### config.mk
export PLATFORM = sky130hd
export DESIGN_NAME = oven_cook_timer_controller
export DESIGN_NICKNAME = d
export VERILOG_FILES = /design/src/octc_pkg.sv /design/src/octc_front.sv /design/src/octc_queue.sv /design/src/octc_back.sv /design/src/oven_cook_timer_controller.sv
export SDC_FILE = /design/constraint.sdc
export NUM_CORES = 1
export LEC_CHECK = 0
export BUFFER_PORTS_ARGS = -buffer_cell sky130_fd_sc_hd__buf_2
export CELL_PAD_IN_SITES_DETAIL_PLACEMENT = 0
export CELL_PAD_IN_SITES_GLOBAL_PLACEMENT = 2
export CORE_MARGIN = 5
export CORE_UTILIZATION = 23
export DETAILED_ROUTE_END_ITERATION = 8
export HOLD_SLACK_MARGIN = 0.06
export PLACE_DENSITY = 0.58
export SKIP_CTS_REPAIR_TIMING = 1
export SYNTH_ARGS = -nofsm -noshare
export SYNTH_HDL_FRONTEND = slang
export SYNTH_SLANG_ARGS = --single-unit
export TNS_END_PERCENT = 100
### constraint.sdc
create_clock -name clk -period 14 [get_ports clk]
set_clock_uncertainty 0.05 [all_clocks]
set_input_delay 2.8 -clock clk [delete_from_list [all_inputs] [get_ports clk]]
set_output_delay 2.8 -clock clk [all_outputs]
set_load 0.05 [all_outputs]
### src/octc_pkg.sv
// Shared types, codes and helper functions for the oven cook-timer controller.
// No dependencies; every other file of the block imports this package.
`timescale 1ns / 1ps

package octc_pkg;

  localparam int NUM_DIGITS    = 4;
  localparam int CNT_W         = $clog2(NUM_DIGITS + 1);
  localparam int SEC_W         = 13;
  localparam int ADD_W         = 12;
  localparam int ALM_W         = 4;
  localparam int QUEUE_DEPTH_D = 2;

  localparam logic [SEC_W-1:0] TEN   = SEC_W'(10);
  localparam logic [SEC_W-1:0] SIXTY = SEC_W'(60);

  localparam logic [ADD_W-1:0] ADD_STEP_RST = ADD_W'(30);
  localparam logic [SEC_W-1:0] MAX_SEC_RST  = SEC_W'(3599);
  localparam logic [ALM_W-1:0] ALARM_RST    = ALM_W'(5);
  localparam logic [ALM_W-1:0] ALARM_SAT    = ALM_W'(15);

  localparam logic [3:0] MAX_DIGIT = 4'd9;

  // input event codes
  localparam logic [2:0] MODE_DIGIT = 3'd0;
  localparam logic [2:0] MODE_START = 3'd1;
  localparam logic [2:0] MODE_STOP  = 3'd2;
  localparam logic [2:0] MODE_ADD   = 3'd3;
  localparam logic [2:0] MODE_DOOR  = 3'd4;
  localparam logic [2:0] MODE_TICK  = 3'd5;

  // configuration register indexes
  localparam logic [1:0] CFG_ADD_STEP = 2'd0;
  localparam logic [1:0] CFG_MAX_SEC  = 2'd1;
  localparam logic [1:0] CFG_ALARM    = 2'd2;

  // reported state codes
  localparam logic [3:0] CODE_IDLE    = 4'd0;
  localparam logic [3:0] CODE_ENTRY   = 4'd1;
  localparam logic [3:0] CODE_COOK    = 4'd2;
  localparam logic [3:0] CODE_PAUSE   = 4'd3;
  localparam logic [3:0] CODE_ALARM   = 4'd4;
  localparam logic [3:0] CODE_D_IDLE  = 4'd5;
  localparam logic [3:0] CODE_D_ENTRY = 4'd6;
  localparam logic [3:0] CODE_D_COOK  = 4'd7;
  localparam logic [3:0] CODE_D_PAUSE = 4'd8;

  // lamp bits
  localparam logic [2:0] LB_MAG   = 3'b001;
  localparam logic [2:0] LB_LIGHT = 3'b010;
  localparam logic [2:0] LB_ALARM = 3'b100;

  typedef enum logic [2:0] {
    EV_DIGIT = 3'd0,
    EV_START = 3'd1,
    EV_STOP  = 3'd2,
    EV_ADD   = 3'd3,
    EV_DOOR  = 3'd4,
    EV_TICK  = 3'd5,
    EV_NONE  = 3'd6
  } ev_kind_t;

  typedef struct packed {
    ev_kind_t   kind;
    logic [3:0] digit;
  } ev_t;

  typedef struct packed {
    logic full;
    logic empty;
  } q_stat_t;

  typedef logic [NUM_DIGITS-1:0][3:0] digs_t;

  typedef enum logic [8:0] {
    ST_IDLE    = 9'b000000001,
    ST_ENTRY   = 9'b000000010,
    ST_COOK    = 9'b000000100,
    ST_PAUSE   = 9'b000001000,
    ST_ALARM   = 9'b000010000,
    ST_D_IDLE  = 9'b000100000,
    ST_D_ENTRY = 9'b001000000,
    ST_D_COOK  = 9'b010000000,
    ST_D_PAUSE = 9'b100000000
  } state_t;

  function automatic logic [SEC_W-1:0] digits_sec(input digs_t d);
    logic [SEC_W-1:0] mm;
    logic [SEC_W-1:0] ss;
    mm = SEC_W'(d[0]) * TEN + SEC_W'(d[1]);
    ss = SEC_W'(d[2]) * TEN + SEC_W'(d[3]);
    return SEC_W'(mm * SIXTY + ss);
  endfunction

  function automatic logic [SEC_W-1:0] clamp_max(input logic [SEC_W-1:0] v,
                                                  input logic [SEC_W-1:0] lim);
    return (v > lim) ? lim : v;
  endfunction

  function automatic logic [3:0] state_code(input state_t s);
    logic [3:0] c;
    case (s)
      ST_IDLE:    c = CODE_IDLE;
      ST_ENTRY:   c = CODE_ENTRY;
      ST_COOK:    c = CODE_COOK;
      ST_PAUSE:   c = CODE_PAUSE;
      ST_ALARM:   c = CODE_ALARM;
      ST_D_IDLE:  c = CODE_D_IDLE;
      ST_D_ENTRY: c = CODE_D_ENTRY;
      ST_D_COOK:  c = CODE_D_COOK;
      ST_D_PAUSE: c = CODE_D_PAUSE;
      default:    c = CODE_IDLE;
    endcase
    return c;
  endfunction

endpackage

### src/octc_front.sv
// Front stage: takes key and tick requests and classifies them into events.
// Depends on octc_pkg; feeds octc_queue.
`timescale 1ns / 1ps

module octc_front import octc_pkg::*; (
  input  logic       clk,
  input  logic       rst_n,
  input  logic       in_valid,
  output logic       in_stall,
  input  logic [2:0] in_mode,
  input  logic [3:0] in_digit,
  input  q_stat_t    q_stat,
  output logic       push,
  output ev_t        push_ev
);

  logic     fr_valid_r, fr_valid_nxt;
  ev_t      fr_ev_r;
  ev_kind_t kind;
  logic     accept;

  always_comb begin
    case (in_mode)
      MODE_DIGIT: kind = (in_digit > MAX_DIGIT) ? EV_NONE : EV_DIGIT;
      MODE_START: kind = EV_START;
      MODE_STOP:  kind = EV_STOP;
      MODE_ADD:   kind = EV_ADD;
      MODE_DOOR:  kind = EV_DOOR;
      MODE_TICK:  kind = EV_TICK;
      default:    kind = EV_NONE;
    endcase
  end

  assign in_stall = fr_valid_r && q_stat.full;
  assign accept   = in_valid && !in_stall;
  assign push     = fr_valid_r && !q_stat.full;
  assign push_ev  = fr_ev_r;

  always_comb begin
    fr_valid_nxt = fr_valid_r;
    if (accept) begin
      fr_valid_nxt = 1'b1;
    end else if (push) begin
      fr_valid_nxt = 1'b0;
    end
  end

  always_ff @(posedge clk) begin
    if (!rst_n) begin
      fr_valid_r <= 1'b0;
    end else begin
      fr_valid_r <= fr_valid_nxt;
    end
  end

  always_ff @(posedge clk) begin
    if (accept) begin
      fr_ev_r.kind  <= kind;
      fr_ev_r.digit <= in_digit;
    end
  end

endmodule

### src/octc_queue.sv
// Short event queue between the front and back stages, head read directly.
// Depends on octc_pkg for the event type.
`timescale 1ns / 1ps

module octc_queue import octc_pkg::*; #(
  parameter int DEPTH = QUEUE_DEPTH_D
) (
  input  logic    clk,
  input  logic    rst_n,
  input  logic    wr_en,
  input  ev_t     wr_ev,
  input  logic    rd_en,
  output ev_t     rd_ev,
  output q_stat_t stat
);

  localparam int PTR_W = (DEPTH > 1) ? $clog2(DEPTH) : 1;
  localparam int OCC_W = $clog2(DEPTH + 1);

  ev_t              mem [DEPTH];
  logic [PTR_W-1:0] wr_ptr_r, wr_ptr_nxt;
  logic [PTR_W-1:0] rd_ptr_r, rd_ptr_nxt;
  logic [OCC_W-1:0] occ_r, occ_nxt;

  assign stat.full  = (occ_r == OCC_W'(DEPTH));
  assign stat.empty = (occ_r == '0);
  assign rd_ev      = mem[rd_ptr_r];

  always_comb begin
    wr_ptr_nxt = wr_ptr_r;
    rd_ptr_nxt = rd_ptr_r;
    occ_nxt    = occ_r;
    if (wr_en) begin
      wr_ptr_nxt = (wr_ptr_r == PTR_W'(DEPTH - 1)) ? '0 : wr_ptr_r + 1'b1;
    end
    if (rd_en) begin
      rd_ptr_nxt = (rd_ptr_r == PTR_W'(DEPTH - 1)) ? '0 : rd_ptr_r + 1'b1;
    end
    if (wr_en && !rd_en) begin
      occ_nxt = occ_r + 1'b1;
    end else if (rd_en && !wr_en) begin
      occ_nxt = occ_r - 1'b1;
    end
  end

  always_ff @(posedge clk) begin
    if (!rst_n) begin
      wr_ptr_r <= '0;
      rd_ptr_r <= '0;
      occ_r    <= '0;
    end else begin
      wr_ptr_r <= wr_ptr_nxt;
      rd_ptr_r <= rd_ptr_nxt;
      occ_r    <= occ_nxt;
    end
  end

  always_ff @(posedge clk) begin
    if (wr_en) begin
      mem[wr_ptr_r] <= wr_ev;
    end
  end

  a_no_overflow: assert property (@(posedge clk) disable iff (!rst_n)
    !(wr_en && stat.full))
    else $error("push into full event queue");

endmodule

### src/octc_back.sv
// Back stage: runs the cook-timer state machine on queued events and holds
// the configuration and the result register. Depends on octc_pkg.
`timescale 1ns / 1ps

module octc_back import octc_pkg::*; (
  input  logic             clk,
  input  logic             rst_n,
  input  q_stat_t          q_stat,
  input  ev_t              head_ev,
  output logic             pop,
  input  logic             cfg_valid,
  input  logic             cfg_ready,
  input  logic [1:0]       cfg_index,
  input  logic [SEC_W-1:0] cfg_data,
  output logic             out_valid,
  input  logic             out_stall,
  output logic [3:0]       out_state_code,
  output logic             out_magnetron_on,
  output logic             out_light_on,
  output logic             out_alarm_led,
  output logic [SEC_W-1:0] out_shown_seconds
);

  logic [ADD_W-1:0] add_step_r;
  logic [SEC_W-1:0] max_sec_r;
  logic [ALM_W-1:0] alarm_sec_r;

  state_t           st_r, st_nxt;
  digs_t            dig_r, dig_nxt;
  logic [CNT_W-1:0] cnt_r, cnt_nxt;
  logic [SEC_W-1:0] rem_r, rem_nxt;
  logic [ALM_W-1:0] acnt_r, acnt_nxt;
  logic [2:0]       lamp_r, lamp_nxt;

  logic             ob_valid_r, ob_valid_nxt;
  logic [3:0]       ob_code_r;
  logic [2:0]       ob_lamp_r;
  logic [SEC_W-1:0] ob_shown_r;

  logic [SEC_W:0]   add_sum;
  logic [SEC_W-1:0] add_sat;
  logic [SEC_W-1:0] entry_sec;
  logic [ALM_W-1:0] acnt_inc;
  logic [SEC_W-1:0] shown;
  logic [3:0]       d;

  assign pop = !q_stat.empty && (!ob_valid_r || !out_stall);
  assign d   = head_ev.digit;

  assign add_sum   = {1'b0, rem_r} + (SEC_W + 1)'(add_step_r);
  assign add_sat   = (add_sum > {1'b0, max_sec_r}) ? max_sec_r : add_sum[SEC_W-1:0];
  assign entry_sec = clamp_max(digits_sec(dig_r), max_sec_r);
  assign acnt_inc  = (acnt_r < ALARM_SAT) ? acnt_r + 1'b1 : acnt_r;

  always_comb begin
    st_nxt   = st_r;
    dig_nxt  = dig_r;
    cnt_nxt  = cnt_r;
    rem_nxt  = rem_r;
    acnt_nxt = acnt_r;
    lamp_nxt = lamp_r;
    case (head_ev.kind)
      EV_DIGIT: begin
        if (st_r inside {ST_IDLE, ST_ENTRY, ST_D_IDLE, ST_D_ENTRY}) begin
          if (cnt_r < CNT_W'(NUM_DIGITS)) begin
            for (int i = 0; i < NUM_DIGITS - 1; i++) begin
              dig_nxt[i] = dig_r[i + 1];
            end
            dig_nxt[NUM_DIGITS - 1] = d;
            if (!(cnt_r == '0 && d == 4'd0)) begin
              cnt_nxt = cnt_r + 1'b1;
            end
          end
          st_nxt = (st_r inside {ST_IDLE, ST_ENTRY}) ? ST_ENTRY : ST_D_ENTRY;
        end
      end
      EV_START: begin
        if (st_r == ST_ENTRY) begin
          rem_nxt = entry_sec;
          if (entry_sec != '0) begin
            lamp_nxt = LB_MAG | LB_LIGHT;
            st_nxt   = ST_COOK;
          end
        end else if (st_r == ST_PAUSE) begin
          lamp_nxt = lamp_r | LB_MAG | LB_LIGHT;
          st_nxt   = ST_COOK;
        end
      end
      EV_STOP: begin
        if (st_r inside {ST_ENTRY, ST_PAUSE, ST_ALARM}) begin
          dig_nxt  = '0;
          cnt_nxt  = '0;
          rem_nxt  = '0;
          lamp_nxt = '0;
          st_nxt   = ST_IDLE;
        end else if (st_r == ST_COOK) begin
          lamp_nxt = (lamp_r & ~LB_MAG) | LB_LIGHT;
          st_nxt   = ST_PAUSE;
        end else if (st_r inside {ST_D_ENTRY, ST_D_COOK, ST_D_PAUSE}) begin
          dig_nxt  = '0;
          cnt_nxt  = '0;
          rem_nxt  = '0;
          lamp_nxt = LB_LIGHT;
          st_nxt   = ST_D_IDLE;
        end
      end
      EV_ADD: begin
        if (st_r inside {ST_IDLE, ST_ENTRY, ST_COOK, ST_PAUSE}) begin
          rem_nxt  = add_sat;
          lamp_nxt = lamp_r | LB_MAG | LB_LIGHT;
          st_nxt   = ST_COOK;
        end
      end
      EV_DOOR: begin
        case (st_r)
          ST_IDLE, ST_ALARM: begin
            lamp_nxt = (lamp_r & ~LB_MAG) | LB_LIGHT;
            st_nxt   = ST_D_IDLE;
          end
          ST_ENTRY: begin
            lamp_nxt = (lamp_r & ~LB_MAG) | LB_LIGHT;
            st_nxt   = ST_D_ENTRY;
          end
          ST_COOK: begin
            lamp_nxt = (lamp_r & ~LB_MAG) | LB_LIGHT;
            st_nxt   = ST_D_COOK;
          end
          ST_PAUSE: begin
            lamp_nxt = (lamp_r & ~LB_MAG) | LB_LIGHT;
            st_nxt   = ST_D_PAUSE;
          end
          ST_D_IDLE: begin
            dig_nxt  = '0;
            cnt_nxt  = '0;
            rem_nxt  = '0;
            lamp_nxt = '0;
            st_nxt   = ST_IDLE;
          end
          ST_D_ENTRY: begin
            lamp_nxt = lamp_r & ~(LB_MAG | LB_LIGHT);
            st_nxt   = ST_ENTRY;
          end
          ST_D_COOK: begin
            lamp_nxt = lamp_r | LB_MAG | LB_LIGHT;
            st_nxt   = ST_COOK;
          end
          ST_D_PAUSE: begin
            lamp_nxt = (lamp_r & ~LB_MAG) | LB_LIGHT;
            st_nxt   = ST_PAUSE;
          end
          default: begin
            st_nxt = st_r;
          end
        endcase
      end
      EV_TICK: begin
        if (st_r == ST_COOK) begin
          if (rem_r != '0) begin
            rem_nxt = rem_r - 1'b1;
            if (rem_r == SEC_W'(1)) begin
              acnt_nxt = '0;
              lamp_nxt = LB_ALARM;
              st_nxt   = ST_ALARM;
            end
          end
        end else if (st_r == ST_ALARM) begin
          acnt_nxt = acnt_inc;
          lamp_nxt = lamp_r ^ LB_ALARM;
          if (acnt_inc >= alarm_sec_r) begin
            dig_nxt  = '0;
            cnt_nxt  = '0;
            rem_nxt  = '0;
            lamp_nxt = '0;
            st_nxt   = ST_IDLE;
          end
        end
      end
      default: begin
        st_nxt = st_r;
      end
    endcase
  end

  always_comb begin
    if (st_nxt inside {ST_ENTRY, ST_D_ENTRY}) begin
      shown = clamp_max(digits_sec(dig_nxt), max_sec_r);
    end else if (st_nxt inside {ST_COOK, ST_PAUSE, ST_D_COOK, ST_D_PAUSE}) begin
      shown = rem_nxt;
    end else begin
      shown = '0;
    end
  end

  always_comb begin
    ob_valid_nxt = ob_valid_r;
    if (pop) begin
      ob_valid_nxt = 1'b1;
    end else if (!out_stall) begin
      ob_valid_nxt = 1'b0;
    end
  end

  always_ff @(posedge clk) begin
    if (!rst_n) begin
      st_r        <= ST_IDLE;
      dig_r       <= '0;
      cnt_r       <= '0;
      rem_r       <= '0;
      acnt_r      <= '0;
      lamp_r      <= '0;
      ob_valid_r  <= 1'b0;
      add_step_r  <= ADD_STEP_RST;
      max_sec_r   <= MAX_SEC_RST;
      alarm_sec_r <= ALARM_RST;
    end else begin
      ob_valid_r <= ob_valid_nxt;
      if (pop) begin
        st_r   <= st_nxt;
        dig_r  <= dig_nxt;
        cnt_r  <= cnt_nxt;
        rem_r  <= rem_nxt;
        acnt_r <= acnt_nxt;
        lamp_r <= lamp_nxt;
      end
      if (cfg_valid && cfg_ready) begin
        case (cfg_index)
          CFG_ADD_STEP: add_step_r  <= cfg_data[ADD_W-1:0];
          CFG_MAX_SEC:  max_sec_r   <= cfg_data;
          CFG_ALARM:    alarm_sec_r <= cfg_data[ALM_W-1:0];
          default:      add_step_r  <= add_step_r;
        endcase
      end
    end
  end

  always_ff @(posedge clk) begin
    if (pop) begin
      ob_code_r  <= state_code(st_nxt);
      ob_lamp_r  <= lamp_nxt;
      ob_shown_r <= shown;
    end
  end

  assign out_valid         = ob_valid_r;
  assign out_state_code    = ob_code_r;
  assign out_magnetron_on  = ob_lamp_r[0];
  assign out_light_on      = ob_lamp_r[1];
  assign out_alarm_led     = ob_lamp_r[2];
  assign out_shown_seconds = ob_shown_r;

  a_mag_only_cook: assert property (@(posedge clk) disable iff (!rst_n)
    (ob_valid_r && ob_lamp_r[0]) |-> (ob_code_r == CODE_COOK))
    else $error("magnetron driven outside cook state");

  a_blank_display: assert property (@(posedge clk) disable iff (!rst_n)
    (ob_valid_r && (ob_code_r == CODE_IDLE || ob_code_r == CODE_ALARM ||
                    ob_code_r == CODE_D_IDLE)) |-> (ob_shown_r == '0))
    else $error("nonzero display in idle or alarm state");

  a_pop_gives_result: assert property (@(posedge clk) disable iff (!rst_n)
    pop |=> ob_valid_r)
    else $error("executed event produced no result");

endmodule

### src/oven_cook_timer_controller.sv
// Oven cook-timer controller: front classifier, event queue, state machine.
// Each request passes the front register, the event queue and then the result register.
// Throughput: one request and one retired event per cycle while out_stall is low.
// A stalled output fills the queue, then the front register, then raises in_stall.
// Reset (rst_n low, synchronous): idle state, digits and timers cleared, lamps off,
// configuration back to defaults; no clearing pass, ready the cycle after reset.
`timescale 1ns / 1ps

module oven_cook_timer_controller import octc_pkg::*; #(
  parameter int QUEUE_DEPTH = QUEUE_DEPTH_D
) (
  input  logic             clk,
  input  logic             rst_n,
  input  logic             in_valid,
  output logic             in_stall,
  input  logic [2:0]       in_mode,
  input  logic [3:0]       in_digit,
  output logic             out_valid,
  input  logic             out_stall,
  output logic [3:0]       out_state_code,
  output logic             out_magnetron_on,
  output logic             out_light_on,
  output logic             out_alarm_led,
  output logic [SEC_W-1:0] out_shown_seconds,
  input  logic             cfg_valid,
  output logic             cfg_ready,
  input  logic [1:0]       cfg_index,
  input  logic [SEC_W-1:0] cfg_data
);

  q_stat_t q_stat;
  logic    push;
  ev_t     push_ev;
  logic    pop;
  ev_t     head_ev;

  assign cfg_ready = 1'b1;

  octc_front u_front (
    .clk      (clk),
    .rst_n    (rst_n),
    .in_valid (in_valid),
    .in_stall (in_stall),
    .in_mode  (in_mode),
    .in_digit (in_digit),
    .q_stat   (q_stat),
    .push     (push),
    .push_ev  (push_ev)
  );

  octc_queue #(
    .DEPTH (QUEUE_DEPTH)
  ) u_queue (
    .clk   (clk),
    .rst_n (rst_n),
    .wr_en (push),
    .wr_ev (push_ev),
    .rd_en (pop),
    .rd_ev (head_ev),
    .stat  (q_stat)
  );

  octc_back u_back (
    .clk               (clk),
    .rst_n             (rst_n),
    .q_stat            (q_stat),
    .head_ev           (head_ev),
    .pop               (pop),
    .cfg_valid         (cfg_valid),
    .cfg_ready         (cfg_ready),
    .cfg_index         (cfg_index),
    .cfg_data          (cfg_data),
    .out_valid         (out_valid),
    .out_stall         (out_stall),
    .out_state_code    (out_state_code),
    .out_magnetron_on  (out_magnetron_on),
    .out_light_on      (out_light_on),
    .out_alarm_led     (out_alarm_led),
    .out_shown_seconds (out_shown_seconds)
  );

endmodule

; ---- After elaboration in Yosys (flattened, before gate mapping)
; Memory sizes are Yosys's and may differ from the RTL's. A register that Yosys moved wholly into a read port is not among the register bits.
; Cells that the tools add are included.
[word_totals]
latchBits = 0
ram_bits = 14
n_memories = 1
register_bits = 110
out_inout_bits = 23
rom_bits = 0
input_bits = 27
[memory_table]
columns = name, depth, word_bits, rd, rd_ports_with_merged_regs, wr, line_no
row1 = u_queue.mem, 2, 7, 1, 1, 1, octc_queue.sv:20  ; ev_t mem [DEPTH];
[op_classes]
n_div = 0
n_mux = 87
n_bitwise = 1
multipliers = 6
shifts = 0
eq_ne = 43
n_addsub = 14
n_reduce_logical = 41
order_cmp = 7
[ops]
columns = op, n
row1 = $mux 13, 15
row2 = $mux 16, 9
row3 = $mux 9, 13
row4 = $pmux 9 s8, 1
row5 = $pmux 13 s5, 1
row6 = $pmux 16 s4, 1
row7 = $mux 3, 21
row8 = $pmux 9 s6, 1
row9 = $add 8x4->9, 4
row10 = $pmux 4 s8, 1
row11 = $mul 4x3->7 const B, 4
row12 = $add 13x13->13, 2
row13 = $gt 13x13->1, 2
row14 = $mul 13x4->11 const B, 2
row15 = $reduce_bool 13->1, 2
row16 = $pmux 3 s4, 2
row17 = $mux 4, 5
row18 = $eq 9x2->1 const B, 2
row19 = $eq 9x3->1 const B, 2
row20 = $eq 9x4->1 const B, 2
row21 = $eq 9x5->1 const B, 2
row22 = $eq 9x6->1 const B, 2
row23 = $eq 9x7->1 const B, 2
row24 = $eq 9x8->1 const B, 2
row25 = other kinds (44), 99

; ---- Longest topological paths before layout
; Gate-level depths: netlist of run 1.
[depth]
depth_word = 14
ltp_mapped = 40
depth_no_buf = 38

; ---- Hierarchy
; A second synthesis of run 1 with hierarchy kept.
[hier_totals]
hier_cells = 1444
area_unflattened_um2 = 11955.2
[modules_own_cells]
columns = module, instances, cells_each, area_each_um2
row1 = octc_back, 1, 1379, 10916.7
row2 = octc_queue, 1, 44, 723.2
row3 = octc_front, 1, 19, 304.0
row4 = oven_cook_timer_controller, 1, 2, 11.3

; ---- Worst setup path before layout of run 1
; No wires, ideal clock.
[synth_timing]
path_kind = reg-to-reg
start = register u_back.acnt_r[0]
end = register u_back.ob_shown_r[0] (netlist: u_back.out_shown_seconds[0]), data pin
slack_ns = 5.618
stages_incl_launch_ff = 37
setup_time_ns = 0.271
t_required_ns = 13.679
t_arrival_ns = 8.061
cell_sequence = dfxtp_1 -> ha_1 -> nand3_1 -> mux2_2 -> ha_1 -> o21ai_0 -> a211oi_1 -> nand2_1 -> nand2_1 -> nand4_1 -> clkbuf_1 -> a22oi_1 -> inv_1 -> ha_1 -> ha_1 -> xor2_1 -> inv_1 -> fa_1 -> fa_1 -> inv_1 -> ha_1 -> xnor2_1 -> ha_1 -> xnor2_1 -> ha_1 -> a21o_1 -> a21o_1 -> a21oi_1 -> o21ai_0 -> a21o_1 -> a21oi_1 -> nor2b_1 -> o31ai_1 -> clkbuf_1 -> nand2_1 -> o211ai_1 -> o21ai_0
[synth_lines]
columns = item, line_no
row1 = from (decl), octc_back.sv:32  ; logic [ALM_W-1:0] acnt_r, acnt_nxt;
row2 = from (signal assigned), octc_back.sv:222  ; acnt_r <= acnt_nxt;
row3 = to (signal assigned), octc_back.sv:240  ; ob_shown_r <= shown;
row4 = to (decl), octc_back.sv:38  ; logic [SEC_W-1:0] ob_shown_r;

==> results of run 1 <==
==> how the worst min path moves through the flow <==
stage | from | endpoint | depth (start not counted)
2_1_floorplan | u_front.push_ev[0]$_DFFE_PP_ | u_queue.mem[0][0]$_DFFE_PP_ | 0
3_3_place_gp | u_front.push_ev[1]$_DFFE_PP_ | u_queue.mem[0][1]$_DFFE_PP_ | 0
3_5_place_dp | u_front.push_ev[1]$_DFFE_PP_ | u_queue.mem[0][1]$_DFFE_PP_ | 0
4_1_cts | u_front.push_ev[1]$_DFFE_PP_ | u_queue.mem[0][1]$_DFFE_PP_ | 0
5_1_grt | u_front.push_ev[1]$_DFFE_PP_ | u_queue.mem[0][1]$_DFFE_PP_ | 0
6_report | u_front.push_ev[1]$_DFFE_PP_ | u_queue.mem[0][1]$_DFFE_PP_ | 0
==> through the flow <==
stage               hold WS, ns    util
CTS                      0.4069  0.2637
global placement         0.3796  0.2517
detailed placement       0.3884  0.2517
finish                   0.4015  0.2638
global route             0.4168  0.2637
floorplan                0.3715       -
==> logic make-up (layout without fill, tap and decap cells) <==
group / count (synthesis) / in the layout / synth area share
buffers and inverters: 153 / 201 / 0.05075
muxes: 33 / 33 / 0.02933
AOI/OAI and AO/OA: 390 / 390 / 0.2210
adders and majority gates: 165 / 165 / 0.2004
other: 1 / 2 / 0.0003243
and+or+nand+nor: 455 / 455 / 0.1844
DFF: 125 / 125 / 0.2519
xor gates and xnor gates: 80 / 80 / 0.06190
==> critical path, delay by kind of cell, from the launching register on <==
kind / cells / cell delay (ns)
AND/OR/NAND/NOR: 9 / 2.65
adder cells (fa/ha/maj): 7 / 2.54
AO/OA/AOI/OAI: 8 / 1.81
XOR/XNOR: 4 / 1.01
buffers and inverters: 6 / 0.98
flip-flops: 1 / 0.49
==> power by group <==
group | internal (uW) | switching (uW)
Clock | 254 | 210
Combinational | 662 | 1180
Sequential | 472 | 124
==> sequential cells by signal (all words and copies together), names as in the netlist, 2 cells and up, named ones only <==
name and cells:
u_back.acnt_r 4, u_back.add_step_r 12, u_back.alarm_sec_r 4, u_back.cnt_r 3
u_back.dig_r 16, u_back.lamp_r 3, u_back.max_sec_r 13, u_back.ob_lamp_r 3
u_back.out_shown_seconds 13, u_back.out_state_code 4, u_back.rem_r 13, u_back.st_r 9
u_front.push_ev 7, u_queue.mem 14, u_queue.occ_r 2
==> metal layers <==
| metal | up-vias | wire, um | GRT usage |
|---|---|---|---|
| li1 | 5139 | - | - |
| met3 | 30 | 1139 | 0.02143 |
| met5 | - | 0 | 0 |
| met1 | 4905 | 18550 | 0.1925 |
| met4 | 0 | 653 | 0.04019 |
| met2 | 153 | 18090 | 0.2351 |
==> placed cells by master, fill, tap and decap left out, drive strengths merged, types with 38 or more instances in the layout <==
| cell type | synthesis | layout |
|---|---|---|
| a21oi | 118 | 118 |
| a211oi | 38 | 38 |
| xnor2 | 45 | 45 |
| edfxtp | 41 | 41 |
| nor2 | 132 | 132 |
| nand2 | 151 | 151 |
| ha | 130 | 130 |
| o21ai | 73 | 73 |
| dfxtp | 84 | 84 |
| inv | 107 | 115 |
| buf | 5 | 62 |
==> cell type report <==
cell class,count,area share
Antenna cell,1,0.0001899
Clock buffer,17,0.03228
Timing Repair Buffer,62,0.02620
Tap cell,672,0.06380
Inverter,107,0.03057
Sequential cell,125,0.2210
Clock inverter,15,0.01310
Multi-Input combinational cell,1124,0.6128
==> impl_metrics.tcl, run 1 <==
set metrics [dict create \
    worstMarginPinSlew_ns 0.8635 \
    clk_pin_slew_ns 0.07 \
    yosysSeqAreaShare 0.2519 \
    ys_seq_elements 125 \
    viasPerCell 4.817 \
    numPortBuffers 48 \
    htree_levels 4 \
    drcViolationCount 0 \
    rsz0062_at_grt "no" \
    ff2ff_setup_slack_ns 4.19 \
    cp_slowest_stage_delay_ns 0.67 \
    drt_wl_total_um 38430 \
    power.density_mw_per_mm2 220.2 \
    cpMostUsedCell "ha_1" \
    crit_type "reg2reg" \
    overflow 0 \
    via_count 10230 \
    synth-edff-count 41 \
    drv_cap 0 \
    synth_most_common_cell "nand2_1" \
    rows 82 \
    place_hpwl_um 30680 \
    synth_largest_area_cell "dfxtp_1" \
    worstSetupStartpoint "u_back.st_r[0]$_SDFFE_PN1P_" \
    critPathCapture "u_back.out_shown_seconds[8]$_DFFE_PP_" \
    p_leak_uw 0.005642 \
    gp_congestion 0.8620 \
    synth.cell_area_mm2 0.01156 \
    grt_antenna_before_repair 2 \
    synth_ff_type "dfxtp_1" \
    totalPowerFinal_uw 2903 \
    path_max_fanout 24 \
    multiInputGateArea_mm2 0.008077 \
    dp.cells 2090 \
    synth_nets 1593 \
    setup_violations 0 \
    first_pass_iters 7 \
    startpoint_type "flip-flop" \
    reg2reg_depth 34 \
    timing.setup.tns_ns 0 \
    slew_headroom 0.4168 \
    post-place-ws_ns 4.098 \
    start_util 0.2314 \
    track_usage 0.1420 \
    die-area_mm2 0.05485 \
    slowest_stage "nor3_1" \
    layout-drive-gt1-share 0.08345 \
    cp-end-kind "flip-flop" \
    routedWlPerCell_um 18.10 \
    clockRootBuffer "clkbuf_16" \
    worstHoldPathType "reg2reg" \
    required_ns 14.13 \
    slew_viol_final 0 \
    numCtsBuffers 17 \
    placed_area_mm2 0.01258 \
    max_clock_freq_mhz 101.9 \
    grt_start_max_net_pins 60 \
    final_area_mm2 0.01318 \
    instances_no_fill 2123 \
    fp.dieH_um 234.2 \
    io_pins 50 \
    ys_top_cells_by_area "dfxtp_1, ha_1, edfxtp_1" \
    seqCellArea_mm2 0.002913 \
    insertion_delay_ns 0.46 \
    finalWorstSetupSlack_ns 4.185 \
    hold_viol_final 0 \
    syn_inst 1402 \
    ys_types 78 \
    cts_buffer_depth 2 \
    reg2reg_from "u_back.st_r[0]$_SDFFE_PN1P_" \
    synthTopCellsByCount "nand2_1, nor2_1, ha_1, a21oi_1, inv_1" \
    nFillCells 5480 \
    reg2reg_to "u_back.out_shown_seconds[8]$_DFFE_PP_" \
    first_global_vias 10010 \
    fin_crit_sh 0.7010 \
    cts.sinks 125 \
    min_period_ns 9.815 \
    avgSynthCellArea_um2 8.247 \
    syn_to_final_growth_pct 13.98 \
    layout.nets 1628 \
    ir_drop_v 0.0001044 \
    synth.top_cell.area_share 0.1454 \
    fp.dieW_um 234.2 \
    async_flop_share 0 \
    drtIter0Drc 536 \
    outcome "completed" \
    ys_warn_count 0 \
    core-area_mm2 0.04997 \
    cts_tree "yes" \
    ant_nets 0 \
    grt_pass1_wl_um 59750 \
    arrival_ns 9.95 \
]
(Power assumes the default switching activity.)
==> run 2, diff against run 1 <==
--- a/config.mk
+++ b/config.mk
@@ -12,7 +12,7 @@
 export CORE_UTILIZATION = 23
 export DETAILED_ROUTE_END_ITERATION = 8
 export HOLD_SLACK_MARGIN = 0.06
-export PLACE_DENSITY = 0.58
+export PLACE_DENSITY = 0.6
 export SKIP_CTS_REPAIR_TIMING = 1
 export SYNTH_ARGS = -nofsm -noshare
 export SYNTH_HDL_FRONTEND = slang
==> constraint.sdc (replaced) <==
create_clock -name clk -period 8.1 [get_ports clk]
set_clock_uncertainty 0.05 [all_clocks]
set_input_delay 1.62 -clock clk [delete_from_list [all_inputs] [get_ports clk]]
set_output_delay 1.62 -clock clk [all_outputs]
set_load 0.05 [all_outputs]
==> run 2 against run 1 <==
Net effect: worst setup slack got worse by 4.1 ns; cell area rose by 16%; sequential cell count did not move; total power rose by 110%; first-iteration DRC count fell by 12%; largest power group unchanged; via count rose by 5.9%; highest routed layer unchanged; hold slack improved by 0.0068 ns; sequential share of layout area fell by 2.9 points; critical path depth rose by 2; critical path type unchanged; utilization rose by 4.1 points; register-to-register slack got worse by 4.1 ns; clock-buffer cell count did not move.
==> impl_metrics.tcl, run 2 (same netlist as run 1, synthesis figures left out) <==
set metrics [dict create \
    outcome "completed" \
    reg_top3 "u_back.dig_r: 16 flops, u_queue.mem: 14 flops" \
    ff2ff_setup_slack_ns 0.04 \
    ant_nets 0 \
    required_ns 8.24 \
    n_antenna_cell 0 \
    instances_no_fill 2285 \
    gp_congestion 0.8411 \
    routedWlPerCell_um 17.32 \
    finalWorstSetupSlack_ns 0.04099 \
    track_usage 0.1410 \
    first_global_vias 10890 \
    startpoint_type "flip-flop" \
    max_clock_freq_mhz 124.1 \
    fp.dieW_um 234.2 \
    path_max_fanout 5 \
    switchingPower_uw 2954 \
    die-area_mm2 0.05485 \
    final_cell_mix "buf_4, nand2_1, nor2_1" \
    setup_violations 0 \
    rows 82 \
    cp-end-kind "flip-flop" \
    overflow 0 \
    numCtsBuffers 17 \
    layout_commonest_cell "buf_4" \
    start_util 0.2314 \
    drt_wl_total_um 39580 \
    grt_pass1_wl_um 60520 \
    viasPerCell 4.739 \
    critPathBufInv 6 \
    fin_crit_sh 0.9949 \
    clkPwrFrac 0.127 \
    reg2reg_depth 36 \
    dp.cells 2225 \
    reg2reg_from "u_back.acnt_r[1]$_SDFFE_PN0P_" \
    cts_tree "yes" \
    grt_start_max_net_pins 82 \
    insertion_delay_ns 0.45 \
    hold_start "u_back.add_step_r[7]$_SDFFE_PN0P_" \
    place_hpwl_um 31070 \
    largest_register_ffs 16 \
    rsz0062_at_grt "yes" \
    cpMostUsedCell "ha_4" \
    first_pass_iters 4 \
    sw_frac_of_total 0.4852 \
    drcViolationCount 0 \
    layout-drive-gt1-share 0.2498 \
    cts.sinks 125 \
    htree_levels 4 \
    slowest_stage "fa_1" \
    seq_power_share 0.159 \
    ir_drop_v 0.0001427 \
    slew_viol_final 0 \
    grt_antenna_before_repair 0 \
    worstMarginPinSlew_ns 0.9447 \
    slew_headroom 0.3702 \
    intPower_uw 3134 \
    fp.dieH_um 234.2 \
    power.density_mw_per_mm2 399.8 \
    p_leak_uw 0.006597 \
    numPortBuffers 48 \
    drv_cap 0 \
    drtIter0Drc 473 \
    syn_to_final_growth_pct 31.70 \
    clockRootBuffer "clkbuf_16" \
    arrival_ns 8.20 \
    cp_slowest_stage_delay_ns 0.58 \
    min_path_cells 2 \
    worstHoldPathType "reg2reg" \
    clk_pin_slew_ns 0.07 \
    hold_viol_final 0 \
    reg2reg_to "u_back.out_shown_seconds[8]$_DFFE_PP_" \
    min_to "u_back.add_step_r[7]$_SDFFE_PN0P_" \
    cts_buffer_depth 2 \
    critical_path.top_delay_family "adder cells" \
    regMostFlops "u_back.dig_r" \
    post-place-ws_ns -0.3161 \
    p_comb_frac 0.714 \
    layout.nets 1791 \
    crit_type "reg2reg" \
    io_pins 50 \
    min_period_ns 8.059 \
    core-area_mm2 0.04997 \
    via_count 10830 \
]
==> run 2: changes by cell type in the layout (fill, tap and decap cells not counted), moves of 8 or more <==
| cell | change |
|---|---|
| buf_4 | +154 |
| ha_1 | -20 |
| a21oi_1 | -19 |
| ha_4 | +16 |
| a21oi_2 | +15 |
| xnor2_1 | -11 |
| xor2_1 | -11 |
| inv_2 | +10 |
| xnor2_2 | +10 |
| buf_6 | +9 |
| inv_1 | -9 |
| nor2_1 | -8 |
| xor2_2 | +8 |
==> run 2: worst max path at each step <==
stage,slack (ns),endpoint,startpoint,depth (start not counted)
global placement,-0.23,u_back.out_shown_seconds[1]$_DFFE_PP_,u_back.acnt_r[0]$_SDFFE_PN0P_,36
detailed placement,-0.32,u_back.out_shown_seconds[0]$_DFFE_PP_,u_back.acnt_r[0]$_SDFFE_PN0P_,36
CTS,-0.37,u_back.out_shown_seconds[8]$_DFFE_PP_,u_back.acnt_r[0]$_SDFFE_PN0P_,36
floorplan,0.04,u_back.out_shown_seconds[0]$_DFFE_PP_,u_back.acnt_r[0]$_SDFFE_PN0P_,38
global route,-0.26,u_back.out_shown_seconds[8]$_DFFE_PP_,u_back.acnt_r[1]$_SDFFE_PN0P_,36
finish,0.04,u_back.out_shown_seconds[8]$_DFFE_PP_,u_back.acnt_r[1]$_SDFFE_PN0P_,36
==> run 2: final cells by class <==
class                   instances  area [um^2]
repair buffers                225         1603
clock buffers                  17        425.4
flip-flops and latches        125         2917
well taps                     672        840.8
inverters                     107        401.6
multi-input cells            1124         8865
clock inverters                15        175.2
fillers                      5326        34740
==> run 2: layer usage <==
metal,global-route usage,part of all wire
met5,0,0
met4,0.03982,0.020
met3,0.01538,0.023
met2,0.2425,0.49
met1,0.1876,0.46
==> run 2: worst reg2reg max path: cells and delay by family, from the launching register on <==
kind            cells  cell delay [ns]
fa+ha+maj           9             3.07
compound gates     11             2.07
buf+inv             6             0.85
simple gates        7             0.73
flops               1             0.36
xor+xnor            2             0.35
mux                 1             0.34
==> run 2: per-stage QoR <==
step / hold slack, ns / TNS, ns / utilization / power, uW / area [um^2]
after floorplan: 0.3715 / 0 / - / 3314 / 11590
after global placement: 0.4022 / -2.809 / 0.2722 / 4714 / 13600
after detailed placement: 0.4056 / -3.606 / 0.2722 / 4722 / 13600
after CTS: 0.4149 / -4.475 / 0.2843 / 5539 / 14200
after global routing: 0.4439 / -2.869 / 0.3048 / 6573 / 15230
final: 0.4083 / 0 / 0.3048 / 6088 / 15230
==> run 2: power by group through the flow <==
stage	clock network (uW)	logic, uW	registers (uW)
after floorplan	0	2220	1090
after global placement	0	3730	980
after detailed placement	0	3740	982
after CTS	801	3770	970
after global routing	823	4770	985
final	775	4350	967
